## config.mk

```make
export PLATFORM = sky130hd
export DESIGN_NAME = crf_ctrl
export DESIGN_NICKNAME = d
export VERILOG_FILES = /design/src/hw/rtl/collision_record_filter_macros.svh /design/src/hw/rtl/crf_pkg.sv /design/src/hw/rtl/crf_ctrl.sv
export SDC_FILE = /design/constraint.sdc
export NUM_CORES = 1
export LEC_CHECK = 0
export BUFFER_PORTS_ARGS = -buffer_cell sky130_fd_sc_hd__clkbuf_2
export CORE_AREA = 4 4 41 43
export CTS_CLUSTER_DIAMETER = 30
export DETAILED_ROUTE_END_ITERATION = 10
export DIE_AREA = 0 0 45 47
export PLACE_DENSITY = 0.3
export SKIP_CTS_REPAIR_TIMING = 1
export SYNTH_ARGS = -nofsm -noshare
export SYNTH_HDL_FRONTEND = slang
export SYNTH_SLANG_ARGS = --single-unit
```

## constraint.sdc

```tcl
create_clock -name clk -period 1.33 [get_ports clk]
set_input_delay 0.266 -clock clk [delete_from_list [all_inputs] [get_ports clk]]
set_output_delay 0.266 -clock clk [all_outputs]
set_load 0.05 [all_outputs]
```

## src/hw/rtl/collision_record_filter_macros.svh

```systemverilog
`ifndef COLLISION_RECORD_FILTER_MACROS_SVH
`define COLLISION_RECORD_FILTER_MACROS_SVH
// assertion helpers, sampled on clk and quiet while arst_n is low
`ifndef NO_ASSERTIONS
`define CRF_ASSERT_IMP(lbl, ante, cons, msg) \
	lbl: assert property (@(posedge clk) disable iff (!arst_n) (ante) |-> (cons)) \
		else $error(msg);
`define CRF_ASSERT_NXT(lbl, ante, cons, msg) \
	lbl: assert property (@(posedge clk) disable iff (!arst_n) (ante) |=> (cons)) \
		else $error(msg);
`else
`define CRF_ASSERT_IMP(lbl, ante, cons, msg)
`define CRF_ASSERT_NXT(lbl, ante, cons, msg)
`endif
`endif

```

## src/hw/rtl/crf_pkg.sv

```systemverilog
package crf_pkg;

	localparam int MAX_IDS_DEF = 1024;

	localparam int HDR_LEN      = 12;
	localparam int RCNT_LO_IDX  = 6;
	localparam int RCNT_HI_IDX  = 7;
	localparam int ZERO_FROM    = 8;
	localparam int REC_HDR_LEN  = 8;
	localparam int SPHERE_BYTES = 16;
	localparam int BOX_BYTES    = 24;
	localparam int FACE_BYTES   = 36;
	localparam int BODY_W       = 23;

	typedef enum logic [1:0] {
		CMD_CLEAR = 2'd0,
		CMD_ADD   = 2'd1,
		CMD_BYTE  = 2'd2,
		CMD_END   = 2'd3
	} cmd_e;

	typedef enum logic [1:0] {
		KIND_BYTE  = 2'd0,
		KIND_COUNT = 2'd1,
		KIND_FULL  = 2'd2
	} kind_e;

	typedef enum logic [1:0] {
		PH_HEADER  = 2'd0,
		PH_RECORD  = 2'd1,
		PH_BODY    = 2'd2,
		PH_TRAILER = 2'd3
	} phase_e;

	// commands from the controller to the datapath
	typedef enum logic [2:0] {
		DP_NOP     = 3'd0,
		DP_TAKE    = 3'd1,
		DP_SEARCH  = 3'd2,
		DP_EMIT_LO = 3'd3,
		DP_EMIT_HI = 3'd4
	} dp_op_e;

	typedef struct packed {
		logic slot_free;
		logic need_search;
		logic srch_done;
		logic srch_hit;
	} sts_t;

endpackage

```

## src/hw/rtl/crf_ctrl.sv

```systemverilog
module crf_ctrl import crf_pkg::*; (
	input  logic   clk,
	input  logic   arst_n,
	input  logic   in_valid,
	input  sts_t   sts,
	output logic   in_ready,
	output dp_op_e op
);

	typedef enum logic [1:0] {
		ST_IDLE,
		ST_SEARCH,
		ST_EMIT_LO,
		ST_EMIT_HI
	} state_t;

	state_t state_q;

	assign in_ready = (state_q == ST_IDLE) && sts.slot_free;

	always_comb begin
		op = DP_NOP;
		case (state_q)
			ST_IDLE: begin
				if (in_valid && sts.slot_free) op = DP_TAKE;
			end
			ST_SEARCH: begin
				op = DP_SEARCH;
			end
			ST_EMIT_LO: begin
				if (sts.slot_free) op = DP_EMIT_LO;
			end
			ST_EMIT_HI: begin
				if (sts.slot_free) op = DP_EMIT_HI;
			end
			default: begin
				op = DP_NOP;
			end
		endcase
	end

	always_ff @(posedge clk or negedge arst_n) begin
		if (!arst_n) begin
			state_q <= ST_IDLE;
		end else begin
			case (state_q)
				ST_IDLE: begin
					if (op == DP_TAKE && sts.need_search) state_q <= ST_SEARCH;
				end
				ST_SEARCH: begin
					if (sts.srch_done) state_q <= sts.srch_hit ? ST_EMIT_LO : ST_IDLE;
				end
				ST_EMIT_LO: begin
					if (sts.slot_free) state_q <= ST_EMIT_HI;
				end
				ST_EMIT_HI: begin
					if (sts.slot_free) state_q <= ST_IDLE;
				end
				default: begin
					state_q <= ST_IDLE;
				end
			endcase
		end
	end

endmodule

```

==> metrics.cfg <==
[finish]
diodes=0
area_growth_pct=94.7
layout-drive-gt1-share_pct=69.0
multiInputGateArea_sq_um=88.8
fillers=157
nNetsFinal=38
regArea_sq_um=51.3

[cts]
clock-sinks=2
clk_latency_ps=220
clk_pin_slew_ps=30
cts_tree=done
htree_levels=1
cts_inserted_buffers=3
cts_root_buf=clkbuf_4
clockBufferDepth=2

[yosys]
avgSynthCellArea_sq_um=9.51
syn-num-nets=22
synth_area_leaders=dfrtp_1 (35%), mux2_4 (11%), nor2_1 (11%), o22ai_2 (8.8%), buf_6 (7.9%)
synth_top_area_share_pct=35.1
yosysSeqAreaShare_pct=35.1
ys_seq_elements=2
synth_cell_types=11
yosysWarnings=0
yosysTopAreaCell=dfrtp_1
syn_area_sq_um=143
syn-instance-count=15

[routing]
post_drt_wl_per_cell_um=9.30
drtAntennaViolNets=0
first_pass_iters=1
vias_per_cell=3.64
drc=0
drt-initial-drc-count=0
wirelength_um=409
num_vias=160

[worst_hold_path]
holdPathStages=3
min_from=sts[0]
hp-class=in2reg

[power_and_ir_drop]
power_w=0.000723
power.share.clock_pct=18.0
internal-power_w=0.000392
leakage_nw=0.139
powerDensity_mw_per_mm2=2600
vdd_drop_max_uv=486
p_seq_share_pct=19.7
switching_share_pct=45.7
switchingPower_w=0.000330
combPwrFrac_pct=62.3

[worst_setup_path]
cp.required_ps=1060
crit_chain=nand2b_4 -> mux2i_2 -> buf_6
cp_top_family=flip-flops
critPathLaunchType=flip-flop
cp-startpoint=state_q[0]$_DFFE_PN0P_
path_buf_inv=1
cpPeakStageDelay_ps=370
end_kind=primary output
worst-setup-path-type=reg2out
cp_num_cells=3
crit_arrival_ps=1090
r2r_cells=2
crit_slowest_cell=dfrtp_1
crit_fanout=4

[timing]
fin_skew_ps=4.15
worst_pin_slew_ps=153
rsz0062_at_grt=true
timing.fmax_ghz=0.738
finalSetupTns_ps=-29.3
maxSlewViolCount=0
finalHoldViolCount=0
period_share_pct=102
postLayoutSetupSlackWorst_ps=-24.5
final.min_clock_period_ps=1350
setup_viol=3
slew-limit-headroom_pct=89.6

[global_route]
grt_overflow=0
antenna_found_initial=0
grt_start_max_net_pins=8
grt_pass1_wl_um=614
grt_pass1_vias=167
grt_usage_pct=4.03

[placed_design]
pre_cts_slack_ps=40.4
port_buffers=10
dp_hpwl_um=339
gp_congestion=0.681

[floorplanning]
initial_core_util_pct=11.0
dieHeight_um=47
die_area_sq_mm=0.00212
boundaryPins=11
fp.dieW_um=45
core_sq_mm=0.00130
rows=13

[run]
cap_viol_max_count=0

[status]
status=finished, violations left
failed_checks=negative setup slack

## final cells by class
cell class | instances | area share, %
tap | 15 | 6.76
clock buffer | 3 | 8.11
timing repair buffer | 12 | 33.3
sequential | 2 | 18.5
inverter | 1 | 1.35
multi-input combinational | 11 | 32.0
## metal layers
metal	share of wire [%]	track usage, %	wire length [um]
met4	0	3.51	0
met1	42	3.85	170
met5	0	0	0
met3	0.73	0	3
met2	58	7.91	236
## kinds of logic (layout without fill, tap and decap cells)
group,count (synthesis),in the layout,share of synthesized area [%]
multiplexers,2,2,17.5
AND/OR/NAND/NOR,6,6,20.2
flip-flops,2,2,35.1
AO/OA/AOI/OAI,3,3,16.7
buffers and inverters,2,16,10.5
## cells in the mapped netlist
master / count
nor2_1: 4
mux2i_1: 1
dfrtp_1: 2
mux2_4: 1
o22ai_2: 1
and3_2: 1
buf_6: 1
a21oi_1: 1
inv_1: 1
nand2b_1: 1
a31oi_1: 1
## worst min-delay path, stage by stage
cell and delay [ps]:
clkbuf_2 80, a31oi_1 60, nor2_1 90
## stage by stage
| step | cells | area, sq um | hold WS (ps) | util [%] |
|---|---|---|---|---|
| 6_report | 44 | 278 | 325 | 21.3 |
| 5_1_grt | 44 | 278 | 370 | 21.3 |
| 4_1_cts | 43 | 234 | -185 | 18.0 |
| 3_5_place_dp | 40 | 211 | 52.2 | 16.3 |
| 3_3_place_gp | 40 | 211 | 51.1 | 16.3 |
| 2_1_floorplan | 15 | 146 | -29.6 | - |
## power groups by stage
stage / sequential (W) / combinational (W) / clock, W
2_1_floorplan: 0.000106 / 0.000344 / 0
3_3_place_gp: 0.000137 / 0.000376 / 0
3_5_place_dp: 0.000139 / 0.000379 / 0
4_1_cts: 0.000139 / 0.000380 / 0.000137
5_1_grt: 0.000151 / 0.000476 / 0.000135
6_report: 0.000143 / 0.000450 / 0.000130
## path summary, 6_finish.rpt
kind,end,slack [ps]
setup / recovery,op[1],-20
hold / removal,flip-flop,330
setup reg to reg,state_q[0]$_DFFE_PN0P_,370
hold reg to reg,state_q[0]$_DFFE_PN0P_,620
max in group asynchronous,asynchronous set/reset pin,850
min in group asynchronous,state_q[0]$_DFFE_PN0P_,360
## cell usage in the layout, fill, tap and decap left out
cell           n
a31oi_1        1
buf_4          1
mux2_4         1
inv_1          1
mux2i_2        1
buf_6          4
clkbuf_2       6
dlygate4sd3_1  1
nor2_1         4
clkbuf_4       3
dfrtp_2        1
a21oi_1        1
dfrtp_1        1
and3_2         1
nand2b_4       1
o22ai_2        1
Power figures use the tool's default switching activity.
